--- src/sv/ifd_pkg.sv ---
// shared types and constants for the frame deframer
`default_nettype none

package ifd_pkg;

  localparam int unsigned COUNT_WIDTH_DEF = 32;

  localparam logic [7:0]  SOH_BYTE      = 8'h01;
  localparam logic [7:0]  STX_BYTE      = 8'h02;
  localparam logic [7:0]  ETX_BYTE      = 8'h03;
  localparam logic [7:0]  SEP_BYTE      = 8'h3B;
  localparam logic [31:0] MIN_FRAME     = 32'd17;
  localparam logic [31:0] PATH_START    = 32'd13;
  localparam logic [31:0] SIZE_OVERHEAD = 32'd3;

  typedef enum logic [2:0] {
    CLS_CONTROL = 3'd0,
    CLS_SENDER  = 3'd1,
    CLS_TARGET  = 3'd2,
    CLS_TERM    = 3'd3,
    CLS_PAYLOAD = 3'd4,
    CLS_TRAILER = 3'd5
  } class_t;

  typedef enum logic [2:0] {
    ST_OK        = 3'd0,
    ST_SHORT     = 3'd1,
    ST_NO_SOH    = 3'd2,
    ST_NO_ETX    = 3'd3,
    ST_SIZE      = 3'd4,
    ST_FIELDS    = 3'd5,
    ST_NO_STX    = 3'd6,
    ST_BAD_PATHS = 3'd7
  } status_t;

  typedef struct packed {
    class_t  byte_class;
    status_t status;
  } result_t;

endpackage

`default_nettype wire

--- src/sv/ifd_in_if.sv ---
// input byte channel
`default_nettype none

interface ifd_in_if;
  logic       valid;
  logic       ready;
  logic [7:0] frame_byte;
  logic       is_final;

  modport source (output valid, output frame_byte, output is_final, input ready);
  modport sink (input valid, input frame_byte, input is_final, output ready);
endinterface

`default_nettype wire

--- src/sv/ifd_out_if.sv ---
// tagged result channel
`default_nettype none

interface ifd_out_if;
  logic       valid;
  logic       ready;
  logic [7:0] out_byte;
  logic [2:0] byte_class;
  logic       frame_end;
  logic [2:0] status;

  modport source (output valid, output out_byte, output byte_class, output frame_end,
                  output status, input ready);
  modport sink (input valid, input out_byte, input byte_class, input frame_end,
                input status, output ready);
endinterface

`default_nettype wire

--- src/sv/ipc_frame_deframer_top.sv ---
// frame deframer top level: input register, parser, result register
// a byte is held in the input register, then its result in the result register, until it is taken
// throughput: one byte per cycle while results are taken, bytes of the same and of the next frame back to back
// the input register keeps taking bytes while a result waits, until both stages are full
// reset: synchronous, clears both valid flags and all frame state
`default_nettype none

module ipc_frame_deframer_top #(
  parameter int unsigned COUNT_WIDTH = ifd_pkg::COUNT_WIDTH_DEF
) (
  input  logic clk,
  input  logic rst,
  ifd_in_if.sink    rx,
  ifd_out_if.source tx
);
  import ifd_pkg::*;

  logic       s_valid;
  logic [7:0] s_byte;
  logic       s_final;
  logic       o_valid;
  logic [7:0] o_byte;
  logic       o_final;
  result_t    o_result;
  result_t    p_result;
  logic       advance;
  logic       step;

  assign advance  = !o_valid || tx.ready;
  assign step     = s_valid && advance;
  assign rx.ready = !s_valid || advance;

  ifd_parser #(
    .CountWidth(COUNT_WIDTH)
  ) u_parser (
    .clk       (clk),
    .rst       (rst),
    .step      (step),
    .frame_byte(s_byte),
    .is_final  (s_final),
    .result    (p_result)
  );

  always_ff @(posedge clk) begin
    if (rst) begin
      s_valid <= 1'b0;
    end else if (rx.valid && rx.ready) begin
      s_valid <= 1'b1;
    end else if (advance) begin
      s_valid <= 1'b0;
    end
  end

  always_ff @(posedge clk) begin
    if (rx.valid && rx.ready) begin
      s_byte  <= rx.frame_byte;
      s_final <= rx.is_final;
    end
  end

  always_ff @(posedge clk) begin
    if (rst) begin
      o_valid <= 1'b0;
    end else if (advance) begin
      o_valid <= s_valid;
    end
  end

  always_ff @(posedge clk) begin
    if (step) begin
      o_byte   <= s_byte;
      o_final  <= s_final;
      o_result <= p_result;
    end
  end

  assign tx.valid      = o_valid;
  assign tx.out_byte   = o_byte;
  assign tx.byte_class = o_result.byte_class;
  assign tx.frame_end  = o_final;
  assign tx.status     = o_result.status;

endmodule

`default_nettype wire

--- src/sv/ifd_parser.sv ---
// frame state, byte classification and end-of-frame status
`default_nettype none

module ifd_parser #(
  parameter int unsigned CountWidth = ifd_pkg::COUNT_WIDTH_DEF
) (
  input  logic            clk,
  input  logic            rst,
  input  logic            step,
  input  logic [7:0]      frame_byte,
  input  logic            is_final,
  output ifd_pkg::result_t result
);
  import ifd_pkg::*;

  logic [CountWidth-1:0] byte_index;
  logic [31:0]           total_size;
  logic [31:0]           head_size;
  logic [31:0]           payload_size;
  logic                  start_ok;
  logic                  stx_ok;
  logic [1:0]            separator_count;

  logic [33:0] idx_ext;
  logic [33:0] head_ext;
  logic [33:0] pay_end;
  logic [31:0] stx_pos;
  logic [31:0] size_sum;
  logic [31:0] fsel;
  logic [7:0]  fbyte;
  logic [32:0] frame_len;
  logic [1:0]  lane;
  logic [1:0]  flane;
  logic [1:0]  separator_count_next;
  logic        stx_ok_next;
  logic        is_hdr;
  logic        in_path;
  logic        at_stx;
  logic        is_sep;
  logic        sat;
  logic        stx_good;
  class_t      cls;
  status_t     st;

  always_comb begin
    idx_ext   = 34'(byte_index);
    head_ext  = 34'(head_size);
    pay_end   = head_ext + 34'd2 + 34'(payload_size);
    stx_pos   = head_size + 32'd1;
    size_sum  = head_size + payload_size + SIZE_OVERHEAD;
    frame_len = 33'(byte_index) + 33'd1;
    lane      = byte_index[1:0] - 2'd1;
    flane     = stx_pos[1:0] - 2'd1;
    is_hdr    = idx_ext < 34'(PATH_START);
    in_path   = !is_hdr && (idx_ext < head_ext);
    at_stx    = !is_hdr && (idx_ext == 34'(stx_pos));
    is_sep    = frame_byte == SEP_BYTE;
    sat       = &byte_index;

    stx_ok_next = at_stx ? (frame_byte == STX_BYTE) : stx_ok;
    separator_count_next = separator_count;
    if (in_path && is_sep && separator_count != 2'd3) begin
      separator_count_next = separator_count + 2'd1;
    end

    priority if (is_hdr) begin
      cls = CLS_CONTROL;
    end else if (in_path) begin
      if (separator_count != 2'd0) begin
        cls = CLS_TARGET;
      end else begin
        cls = is_sep ? CLS_TERM : CLS_SENDER;
      end
    end else if (idx_ext == head_ext) begin
      cls = CLS_TERM;
    end else if (idx_ext == head_ext + 34'd1) begin
      cls = CLS_TRAILER;
    end else if (idx_ext < pay_end) begin
      cls = CLS_PAYLOAD;
    end else begin
      cls = CLS_TRAILER;
    end

    priority if (stx_pos <= 32'd4) begin
      fsel = total_size;
    end else if (stx_pos <= 32'd8) begin
      fsel = head_size;
    end else begin
      fsel = payload_size;
    end
    fbyte = 8'(fsel >> {flane, 3'b000});

    priority if (stx_pos == 32'd0) begin
      stx_good = 1'b0;
    end else if (stx_pos < PATH_START) begin
      stx_good = fbyte == STX_BYTE;
    end else begin
      stx_good = stx_ok_next;
    end

    priority if (!is_final) begin
      st = ST_OK;
    end else if (!sat && frame_len < 33'(MIN_FRAME)) begin
      st = ST_SHORT;
    end else if (!start_ok) begin
      st = ST_NO_SOH;
    end else if (frame_byte != ETX_BYTE) begin
      st = ST_NO_ETX;
    end else if (sat || 33'(total_size) != frame_len) begin
      st = ST_SIZE;
    end else if (size_sum != total_size) begin
      st = ST_FIELDS;
    end else if (!stx_good) begin
      st = ST_NO_STX;
    end else if (head_size < PATH_START || separator_count_next != 2'd1) begin
      st = ST_BAD_PATHS;
    end else begin
      st = ST_OK;
    end

    result.byte_class = cls;
    result.status     = st;
  end

  always_ff @(posedge clk) begin
    if (rst || (step && is_final)) begin
      byte_index      <= '0;
      total_size      <= '0;
      head_size       <= '0;
      payload_size    <= '0;
      start_ok        <= 1'b0;
      stx_ok          <= 1'b0;
      separator_count <= 2'd0;
    end else if (step) begin
      if (!sat) begin
        byte_index <= byte_index + CountWidth'(1);
      end
      if (is_hdr) begin
        priority if (idx_ext == 34'd0) begin
          start_ok <= frame_byte == SOH_BYTE;
        end else if (idx_ext <= 34'd4) begin
          total_size[{lane, 3'b000} +: 8] <= total_size[{lane, 3'b000} +: 8] | frame_byte;
        end else if (idx_ext <= 34'd8) begin
          head_size[{lane, 3'b000} +: 8] <= head_size[{lane, 3'b000} +: 8] | frame_byte;
        end else begin
          payload_size[{lane, 3'b000} +: 8] <= payload_size[{lane, 3'b000} +: 8] | frame_byte;
        end
      end
      stx_ok          <= stx_ok_next;
      separator_count <= separator_count_next;
    end
  end

endmodule

`default_nettype wire

--- src/flat_wrapper.sv ---
// flat-port wrapper written by rule: the top's interface ports become plain ports
module ipc_frame_deframer_top_flat import ifd_pkg::*;
#(
  parameter int unsigned COUNT_WIDTH = ifd_pkg::COUNT_WIDTH_DEF
)
  (clk, rst, rx_valid, rx_frame_byte, rx_is_final, rx_ready, tx_valid, tx_out_byte, tx_byte_class, tx_frame_end, tx_status, tx_ready);
  ifd_in_if rx_i ();
  ifd_out_if tx_i ();
  input  logic clk;
  input  logic rst;
  input wire logic [$bits(rx_i.valid)-1:0] rx_valid;
  input wire logic [$bits(rx_i.frame_byte)-1:0] rx_frame_byte;
  input wire logic [$bits(rx_i.is_final)-1:0] rx_is_final;
  output wire logic [$bits(rx_i.ready)-1:0] rx_ready;
  output wire logic [$bits(tx_i.valid)-1:0] tx_valid;
  output wire logic [$bits(tx_i.out_byte)-1:0] tx_out_byte;
  output wire logic [$bits(tx_i.byte_class)-1:0] tx_byte_class;
  output wire logic [$bits(tx_i.frame_end)-1:0] tx_frame_end;
  output wire logic [$bits(tx_i.status)-1:0] tx_status;
  input wire logic [$bits(tx_i.ready)-1:0] tx_ready;
  assign rx_i.valid = rx_valid;
  assign rx_i.frame_byte = rx_frame_byte;
  assign rx_i.is_final = rx_is_final;
  assign rx_ready = rx_i.ready;
  assign tx_valid = tx_i.valid;
  assign tx_out_byte = tx_i.out_byte;
  assign tx_byte_class = tx_i.byte_class;
  assign tx_frame_end = tx_i.frame_end;
  assign tx_status = tx_i.status;
  assign tx_i.ready = tx_ready;
  ipc_frame_deframer_top #(.COUNT_WIDTH(COUNT_WIDTH)) u_core (.clk(clk), .rst(rst), .rx(rx_i), .tx(tx_i));
endmodule
--- config.mk ---
export PLATFORM = sky130hd
export DESIGN_NAME = ipc_frame_deframer_top_flat
export DESIGN_NICKNAME = d
export VERILOG_FILES = /design/src/sv/ifd_pkg.sv /design/src/sv/ifd_in_if.sv /design/src/sv/ifd_out_if.sv /design/src/sv/ipc_frame_deframer_top.sv /design/src/sv/ifd_parser.sv /design/src/flat_wrapper.sv
export SDC_FILE = /design/constraint.sdc
export NUM_CORES = 1
export LEC_CHECK = 0
export BUFFER_PORTS_ARGS = -buffer_cell sky130_fd_sc_hd__buf_2
export CAP_MARGIN = 20
export CORE_MARGIN = 2
export CORE_UTILIZATION = 50
export CTS_CLUSTER_SIZE = 12
export DETAILED_ROUTE_END_ITERATION = 16
export GPL_ROUTABILITY_DRIVEN = 0
export PLACE_DENSITY_LB_ADDON = 0.25
export SYNTH_ARGS = -nofsm -noshare
export SYNTH_HDL_FRONTEND = slang
export SYNTH_SLANG_ARGS = --single-unit
export TNS_END_PERCENT = 10
--- constraint.sdc ---
create_clock -name clk -period 6.5 [get_ports clk]
set_input_delay 1.3 -clock clk [delete_from_list [all_inputs] [get_ports clk]]
set_output_delay 1.3 -clock clk [all_outputs]
set_load 0.05 [all_outputs]
Word level (Yosys, flattened, before mapping). Cells that the tools add are included.

$add $sub $neg: 12. Multiply operators: 0. Divide/modulo/power cells: 0. Magnitude comparators: 10. Eq/ne operators: 12. Shift-type cells: 8. Muxes and demuxes: 24. Bitwise gates (word level): 9. Reductions and logical operators: 29.

Operators with widths (count): $bwmux W32 (3); $lt A32 B4 Y1 const B (3); $shiftx A32 B6 Y8 (3); $shiftx A8 B7 Y32 (3); $add A32 B1 Y33 const B (2); $add A32 B1 Y32 const B (2); $eq A32 B32 Y1 (2); $le A32 B3 Y1 const B (2); $le A32 B4 Y1 const B (2); $mux W32 (2); $add A34 B32 Y34 (1); $logic_not A34 Y1 (1); $lt A32 B34 Y1 (1); $add A32 B2 Y33 const B (1); $eq A32 B33 Y1 (1); $lt A33 B5 Y1 const B (1); $ne A32 B33 Y1 (1); $add A32 B2 Y32 const B (1); $add A32 B32 Y32 (1); $logic_not A32 Y1 (1); $lt A32 B32 Y1 (1); $ne A32 B32 Y1 (1); $reduce_and A32 Y1 (1); $shift A8 B7 Y32 const A (1); 25 further kinds (66).

Bits in registers: 158. Latch bits: 0. Bits in writable memories: 0. ROM bits: 0. Memories: 0.

Depth between registers and ports, before layout. Gate-level depths: netlist of the first run.

Word-level depth: 15. Mapped depth: 26. Depth with buffers taken out: 25.

Modules after synthesis. Synthesis of the first run repeated with hierarchy kept, for this count alone.

Cell total of the unflattened synthesis: 2148. Area, all modules: 15880.2 um2.

Modules (own cells, without submodules): ifd_parser (instances 1, cells each 2114, area an instance 15055.7 um2); ipc_frame_deframer_top (instances 1, cells each 34, area an instance 824.5 um2).

Least setup slack after synthesis of the first run. OpenSTA, ideal clock, no wires.

Path kind: register -> register. Start: register u_core.u_parser.head_size[5]. End: register u_core.o_result, in the netlist u_core.tx.byte_class[0], data pin. Library setup time: 0.265 ns. Data arrival time: 5.004 ns. Required time: 6.235 ns. Slack: 1.231 ns. Cell stages (with the launch flop): 26. Buffers on the path: 3. Period minus slack after synthesis: 5.269 ns. Cell sequence: dfxtp_1 -> buf_2 -> nand2_1 -> clkbuf_1 -> or3_1 -> clkbuf_1 -> nor4_1 -> xnor2_1 -> ha_1 -> nand2_1 -> nand2_1 -> a21o_1 -> a21oi_1 -> nor2b_1 -> nor2_1 -> o21ai_0 -> a41o_1 -> o41a_1 -> xnor2_1 -> ha_1 -> a2111oi_0 -> nand3_1 -> nor2_1 -> nand2_1 -> a41oi_1 -> o41ai_1.

Longest elaborated chain between the ends: 7.

Ends and longest elaborated chain: from (decl) (RTL line ifd_parser.sv:18) `logic [31:0] head_size;`; from (signal, indexed assignment) (RTL line ifd_parser.sv:144) `head_size[{lane, 3'b000} +: 8] <= head_size[{lane, 3'b000} +: 8] | frame_byte;`; $add A32 B2 Y33 (RTL line ifd_parser.sv:48) `pay_end = head_ext + 34'd2 + 34'(payload_size);`; $add A34 B32 Y34 (RTL line ifd_parser.sv:48); $lt A32 B34 Y1 (RTL line ifd_parser.sv:78) `end else if (idx_ext < pay_end) begin`; $mux W1 (RTL line ifd_parser.sv:78); $mux W1 (RTL line ifd_parser.sv:76) `end else if (idx_ext == head_ext + 34'd1) begin`; $mux W3 (RTL line ifd_parser.sv:74) `end else if (idx_ext == head_ext) begin`; $mux W3 * (RTL line ifd_parser.sv:68) `end else if (in_path) begin`; to (signal assigned) (RTL line ipc_frame_deframer_top.sv:73) `o_result <= p_result;`; to (decl) (RTL line ipc_frame_deframer_top.sv:24) `result_t o_result;`.

Every way passes the cells marked *; elsewhere a longest branch is shown, timed or not. A chain may end at the register's enable or synchronous reset.

Final worst setup path of the first run.
Start: register u_core.u_parser.head_size[3]. End: register u_core.o_result, in the netlist u_core.tx.byte_class[0], data pin.

The elaborated chain is that of the path after synthesis.

==> impl_metrics.env, run 1 <==
export IMPL_status="completed"
export IMPL_post_cts_resized=0
export IMPL_syn_to_final_growth_pct=6.12
export IMPL_yosys_warnings=0
export IMPL_post_place_ws_ns=0.801
export IMPL_clock_sinks=158
export IMPL_hold_class="flop to flop"
export IMPL_ir_worst_vdd_v=0.000162
export IMPL_post_route_min_period_ns=5.82
export IMPL_cts_tree="done"
export IMPL_register_area_sq_um=3400
export IMPL_hold_violations=0
export IMPL_setup_violations=0
export IMPL_grt_pass1_vias=16000
export IMPL_max_slew_margin_pct=17.5
export IMPL_clock_latency_ns=0.47
export IMPL_synthTopCellsByArea="dfxtp_1 (16%), ha_1 (13%), xnor2_1 (7.9%)"
export IMPL_rsz0062_at_grt="false"
export IMPL_synth_cells=2140
export IMPL_cp_required_ns=6.70
export IMPL_setup_ws_ns=0.676
export IMPL_drt_iter0_drc=2439
export IMPL_grt_pass1_wl_um=93400
export IMPL_finalCritPeriodShare_pct=89.6
export IMPL_antenna_left=0
export IMPL_skew_ns=0.0163
export IMPL_die_w_um=186
export IMPL_synth_common_cells="nor2_1 (246), a21oi_1 (176), ha_1 (169), nor3_1 (161), xnor2_1 (150)"
export IMPL_post_dp_hpwl_um=46800
export IMPL_crit_arrival_ns=6.03
export IMPL_worst_setup_path_type="flop to flop"
export IMPL_routed_via_density=6.69
export IMPL_ys_flop_type="dfxtp_1"
export IMPL_antenna_found_initial=0
export IMPL_clk_pin_slew_ns=0.08
export IMPL_syn_nets=2324
export IMPL_drt_pass1_iterations=7
export IMPL_ys_ff_latch=158
export IMPL_worst_path_largest_cell_delay_ns=0.60
export IMPL_fmax_ghz=0.172
export IMPL_finalMaxSlewViolations=0
export IMPL_grtUsageTotal_pct=35.9
export IMPL_clk_root_buffer_cell="clkbuf_16"
export IMPL_die_h_um=186
export IMPL_synthesis_area_sq_um=16500
export IMPL_avgSynthCellArea_sq_um=7.73
export IMPL_drc=0
export IMPL_nNetsFinal=2272
export IMPL_core_area_sq_um=32500
export IMPL_yosysMostFrequentCell="nor2_1"
export IMPL_cp_max_fo=12
export IMPL_crit_path_end_kind="flop"
export IMPL_wirelength_um=61800
export IMPL_htree_num_levels=4
export IMPL_cts_setup_buffers=0
export IMPL_slowest_stage="dfxtp_1"
export IMPL_cp_start_kind="flop"
export IMPL_cts_buffers=17
export IMPL_synthDistinctLibCells=99
export IMPL_core_rowCount=66
export IMPL_die_area_sq_um=34500
export IMPL_cts_max_path_buffers=2
export IMPL_leakage_nw=7.21
export IMPL_avgRoutedWirePerCell_um=24.3
export IMPL_initial_core_util_pct=50.8
export IMPL_final_cells=2543
export IMPL_grt_ovfl_total=0
export IMPL_tightestPinTransition_ns=1.21
export IMPL_synth_edf_count=24
export IMPL_powerDensity_nw_per_um2=129
export IMPL_drv_cap=0
export IMPL_grt_max_degree=51
export IMPL_cts_hold_repair_buffers=0
export IMPL_synth_top_area_share_pct=16.2
export IMPL_ios=30
export IMPL_vias=17000
export IMPL_tns_ns=0
export IMPL_portBuffers=29
export IMPL_place_inst=2511
export IMPL_synthArstFlopShare_pct=0
export IMPL_yosysSeqAreaShare_pct=20.6
export IMPL_yosys_area_top_type="dfxtp_1"
export IMPL_crit_chain="nand3_1 -> or3_1 -> xnor2_1 -> ha_1 -> a21o_1 -> a21o_1 -> a21oi_1 -> o21ai_0 -> a21oi_1 -> a21oi_1 -> o21ai_0 -> o21ai_0 -> a41o_1 -> o41a_1 -> xnor2_1 -> ha_1 -> a2111oi_0 -> nand3_1 -> nor2_1 -> nand2_1 -> a41oi_1 -> o41ai_1"
export IMPL_drive_gt1_share_pct=9.23
export IMPL_multi_input_area_sq_um=12300
export IMPL_antenna_diode_count=0
export IMPL_fillCellCount=3134
==> logic make-up (layout without fill, tap and decap cells) <==
family | count (synthesis) | after routing | synth area share (%)
xor+xnor | 229 | 229 | 12.1
simple gates | 870 | 870 | 26.9
fa+ha+maj | 171 | 171 | 13.0
mux | 40 | 40 | 4.40
compound gates | 460 | 460 | 17.7
flops | 158 | 158 | 20.6
buf+inv | 212 | 173 | 5.30
==> worst max-delay path: cells and delay by family, from the launching register on <==
kind	cells	cell delay, ns
compound gates	13	2.88
simple gates	5	1.10
fa+ha+maj	2	0.62
flops	1	0.60
xor+xnor	2	0.37
==> layer usage <==
| layer | routed length [um] | vias to the layer above | global-route usage (%) | share of wire (%) |
|---|---|---|---|---|
| met3 | 7750 | 340 | 10.3 | 13 |
| met4 | 5140 | 0 | 23.4 | 8.3 |
| li1 | - | 7695 | - | - |
| met5 | 0 | - | 0 | 0 |
| met1 | 23900 | 7895 | 44.9 | 39 |
| met2 | 25000 | 1083 | 53.8 | 41 |
==> per-stage QoR <==
stage                     hold slack, ns  total power [mW]  util (%)  instance area [sq um]
after detailed placement           0.484              1.21      52.1                  16900
after global routing               0.554              2.30      53.9                  17500
after global placement             0.463              1.21      52.1                  16900
after CTS                          0.499              2.25      53.9                  17500
final                              0.499              2.26      53.9                  17500
after floorplan                    0.453              1.16         -                  16500
==> flip-flops by register name, indices dropped and copies added (netlist names), 2 cells and up <==
signal,flops
u_core.u_parser.head_size,32
u_core.u_parser.total_size,32
u_core.u_parser.payload_size,32
u_core.s_byte,8
u_core.tx.byte_class,3
u_core.u_parser.separator_count,2
u_core.u_parser.byte_index,32
u_core.tx.status,3
u_core.tx.out_byte,8
==> final timing paths <==
path	start	to	slack, ns	cells past startpoint
hold reg to reg	u_core.u_parser.stx_ok$_SDFFE_PP0P_	u_core.u_parser.stx_ok$_SDFFE_PP0P_	0.50	2
hold / removal	u_core.u_parser.stx_ok$_SDFFE_PP0P_	u_core.u_parser.stx_ok$_SDFFE_PP0P_	0.50	2
setup / recovery	u_core.u_parser.head_size[3]$_SDFFE_PP0P_	u_core.tx.byte_class[0]$_SDFFCE_PN0P_	0.68	22
setup reg to reg	u_core.u_parser.head_size[3]$_SDFFE_PP0P_	u_core.tx.byte_class[0]$_SDFFCE_PN0P_	0.68	22
==> layout by cell type (no fill, tap or decap), drive strengths merged, types with 5 or more instances in the layout <==
cell and count:
nand4 57, a211o 6, a221oi 7, a31oi 27
a21o 46, a2111oi 8, or4 18, inv 82
o31ai 6, o21a 17, nor3 163, a21oi 176
nand3 61, xnor2 150, or3 22, edfxtp 24
or2 30, mux2i 12, and4 12, xor2 79
and3 27, nor2 247, o211ai 15, ha 169
nor2b 14, clkinv 5, nand2b 13, nand2 132
and2 13, o21ai 76, o2111ai 8, dfxtp 134
buf 69, mux4 26, nor4 43, a211oi 17
o21bai 6, clkbuf 17
==> power by group <==
part / total (mW) / switching (mW) / internal, mW
clock: 1.06 / 0.535 / 0.525
sequential: 1.02 / 0.0158 / 1.00
combinational: 0.181 / 0.131 / 0.0494
==> final cells by class <==
type / count / area share [%]
Tap cell: 442 / 3.15
Clock buffer: 17 / 2.42
Clock inverter: 15 / 1.02
Multi-Input combinational cell: 1770 / 69.9
Inverter: 72 / 1.54
Timing Repair Buffer: 69 / 2.54
Sequential cell: 158 / 19.4
Power figures use the tool's default switching activity.
==> run 2: changes to the inputs <==
--- a/config.mk
+++ b/config.mk
@@ -8,11 +8,12 @@
 export BUFFER_PORTS_ARGS = -buffer_cell sky130_fd_sc_hd__buf_2
 export CAP_MARGIN = 20
 export CORE_MARGIN = 2
-export CORE_UTILIZATION = 50
+export CORE_UTILIZATION = 23
+export CTS_CLUSTER_DIAMETER = 30
 export CTS_CLUSTER_SIZE = 12
 export DETAILED_ROUTE_END_ITERATION = 16
 export GPL_ROUTABILITY_DRIVEN = 0
-export PLACE_DENSITY_LB_ADDON = 0.25
+export PLACE_DENSITY_LB_ADDON = 0.2
 export SYNTH_ARGS = -nofsm -noshare
 export SYNTH_HDL_FRONTEND = slang
 export SYNTH_SLANG_ARGS = --single-unit
==> run 2 against run 1 <==
Net effect: core utilization is 28 points lower; sequential power about the same; clock power about the same; via count shrank 1.6%; maximum frequency is 0.95% lower; hold slack got worse by 0.019 ns; combinational power grew 4%; global-route usage fell by 16 points; final cell count is 21% higher; register-to-register slack worse by 0.06 ns; critical path type unchanged; largest power group unchanged.
==> impl_metrics.env, run 2 (synthesis results as in run 1) <==
export IMPL_antenna_diode_count=0
export IMPL_finalMaxSlewViolations=0
export IMPL_clk_root_buffer_cell="clkbuf_16"
export IMPL_die_w_um=272
export IMPL_drive_gt1_share_pct=10.3
export IMPL_fmax_ghz=0.170
export IMPL_pwr_share_seq_pct=44.6
export IMPL_reg2reg_depth=22
export IMPL_post_route_min_period_ns=5.88
export IMPL_wirelength_um=74300
export IMPL_antenna_left=0
export IMPL_initial_core_util_pct=23.2
export IMPL_rrSetupSlack_ns=0.62
export IMPL_post_place_ws_ns=0.715
export IMPL_hold_slack_ns=0.480
export IMPL_avgRoutedWirePerCell_um=24.1
export IMPL_fin_util_pct=25.8
export IMPL_setup_violations=0
export IMPL_grtUsageTotal_pct=19.7
export IMPL_tns_ns=0
export IMPL_leakage_nw=7.36
export IMPL_hold_class="flop to flop"
export IMPL_cts_hold_repair_buffers=0
export IMPL_status="completed"
export IMPL_post_dp_hpwl_um=57000
export IMPL_clk_pin_slew_ns=0.08
export IMPL_cp_required_ns=6.75
export IMPL_htree_num_levels=4
export IMPL_p_int_mw=1.63
export IMPL_cts_buffers=17
export IMPL_vias=16700
export IMPL_p_comb_share_pct=8.3
export IMPL_clock_latency_ns=0.50
export IMPL_syn_to_final_growth_pct=11.2
export IMPL_grt_pass1_vias=15900
export IMPL_cp_start_kind="flop"
export IMPL_hold_violations=0
export IMPL_min_path_cells=2
export IMPL_ir_worst_vdd_v=0.000148
export IMPL_crit_path_end_kind="flop"
export IMPL_die_area_sq_um=74100
export IMPL_routed_via_density=5.44
export IMPL_drt_pass1_iterations=6
export IMPL_max_slew_margin_pct=25.7
export IMPL_nNetsFinal=2298
export IMPL_setup_ws_ns=0.620
export IMPL_ios=30
export IMPL_cp_max_fo=11
export IMPL_portBuffers=29
export IMPL_clock_sinks=158
export IMPL_drc=0
export IMPL_grt_max_degree=52
export IMPL_cts_setup_buffers=0
export IMPL_worst_setup_path_type="flop to flop"
export IMPL_drt_iter0_drc=1598
export IMPL_cts_max_path_buffers=2
export IMPL_drv_cap=0
export IMPL_antenna_found_initial=6
export IMPL_rsz0062_at_grt="false"
export IMPL_tightestPinTransition_ns=1.10
export IMPL_post_cts_resized=0
export IMPL_skew_ns=0.0160
export IMPL_p_sw_uw=650
export IMPL_die_h_um=272
export IMPL_layout_commonest_cell="nor2_1"
export IMPL_core_rowCount=98
export IMPL_fillCellCount=7862
export IMPL_crit_arrival_ns=6.13
export IMPL_finalCritPeriodShare_pct=90.5
export IMPL_p_sw_share_pct=28.5
export IMPL_final_cell_mix="nor2_1 (246), a21oi_1 (176), ha_1 (169), nor3_1 (161), xnor2_1 (150)"
export IMPL_p_clk_share_pct=47.1
export IMPL_grt_pass1_wl_um=108000
export IMPL_cts_tree="done"
export IMPL_totalPowerFinal_mw=2.28
export IMPL_grt_ovfl_total=0
export IMPL_core_area_sq_um=71400
export IMPL_powerDensity_nw_per_um2=124
[run 2: metal layers]
metal  track usage, %  part of all wire [%]  vias up
met5                0                 0.035        -
met4             8.20                   4.3        4
met1             25.4                    43     8067
li1                 -                     -     7728
met3             4.25                   7.7      182
met2             31.8                    45      753
[run 2: power by group through the flow]
stage                     clock network [mW]  logic, mW  registers (mW)
after floorplan                            0      0.111            1.04
after global placement                     0      0.187            1.04
after detailed placement                   0      0.186            1.04
after CTS                               1.11      0.187            1.02
after global routing                    1.14      0.200            1.02
final                                   1.07      0.189            1.02
[run 2: worst max-delay path, stage by stage (launching register included)]
cell       delay [ns]
dfxtp_1          0.59
ha_1             0.35
nand3_1          0.28
nor4_1           0.53
nand2_1          0.13
xnor2_1          0.15
ha_1             0.36
nand2_1          0.08
o21ai_0          0.11
a21oi_1          0.21
a21oi_1          0.13
o21ai_0          0.38
o21ai_0          0.22
a41o_1           0.30
o41a_1           0.36
xnor2_1          0.14
ha_1             0.29
a2111oi_0        0.41
nand3_1          0.13
nor2_1           0.12
nand2_1          0.08
a41oi_1          0.19
o41ai_1          0.10
[run 2: worst paths after layout]
path	startpoint	endpoint
worst max-delay path	u_core.u_parser.head_size[2]$_SDFFE_PP0P_	u_core.tx.byte_class[0]$_SDFFCE_PN0P_
worst min-delay path	u_core.u_parser.stx_ok$_SDFFE_PP0P_	u_core.u_parser.stx_ok$_SDFFE_PP0P_
worst max register to register	u_core.u_parser.head_size[2]$_SDFFE_PP0P_	u_core.tx.byte_class[0]$_SDFFCE_PN0P_
worst min register to register	u_core.u_parser.stx_ok$_SDFFE_PP0P_	u_core.u_parser.stx_ok$_SDFFE_PP0P_
[run 2: final cells by class]
| type | count | area (sq um) | share of cell area (%) |
|---|---|---|---|
| multi-input cells | 1770 | 12300 | 66.8 |
| repair buffers | 95 | 648 | 3.52 |
| clock inverters | 15 | 178 | 0.966 |
| flip-flops and latches | 158 | 3400 | 18.5 |
| clock buffers | 17 | 425 | 2.31 |
| inverters | 72 | 270 | 1.47 |
| well taps | 950 | 1190 | 6.46 |
[run 2: metrics by stage]
step,cells,instance area (sq um)
global route,3077,18400
finish,3077,18400
CTS,3076,18400
detailed placement,3044,17800
global placement,3044,17800
floorplan,2140,16500
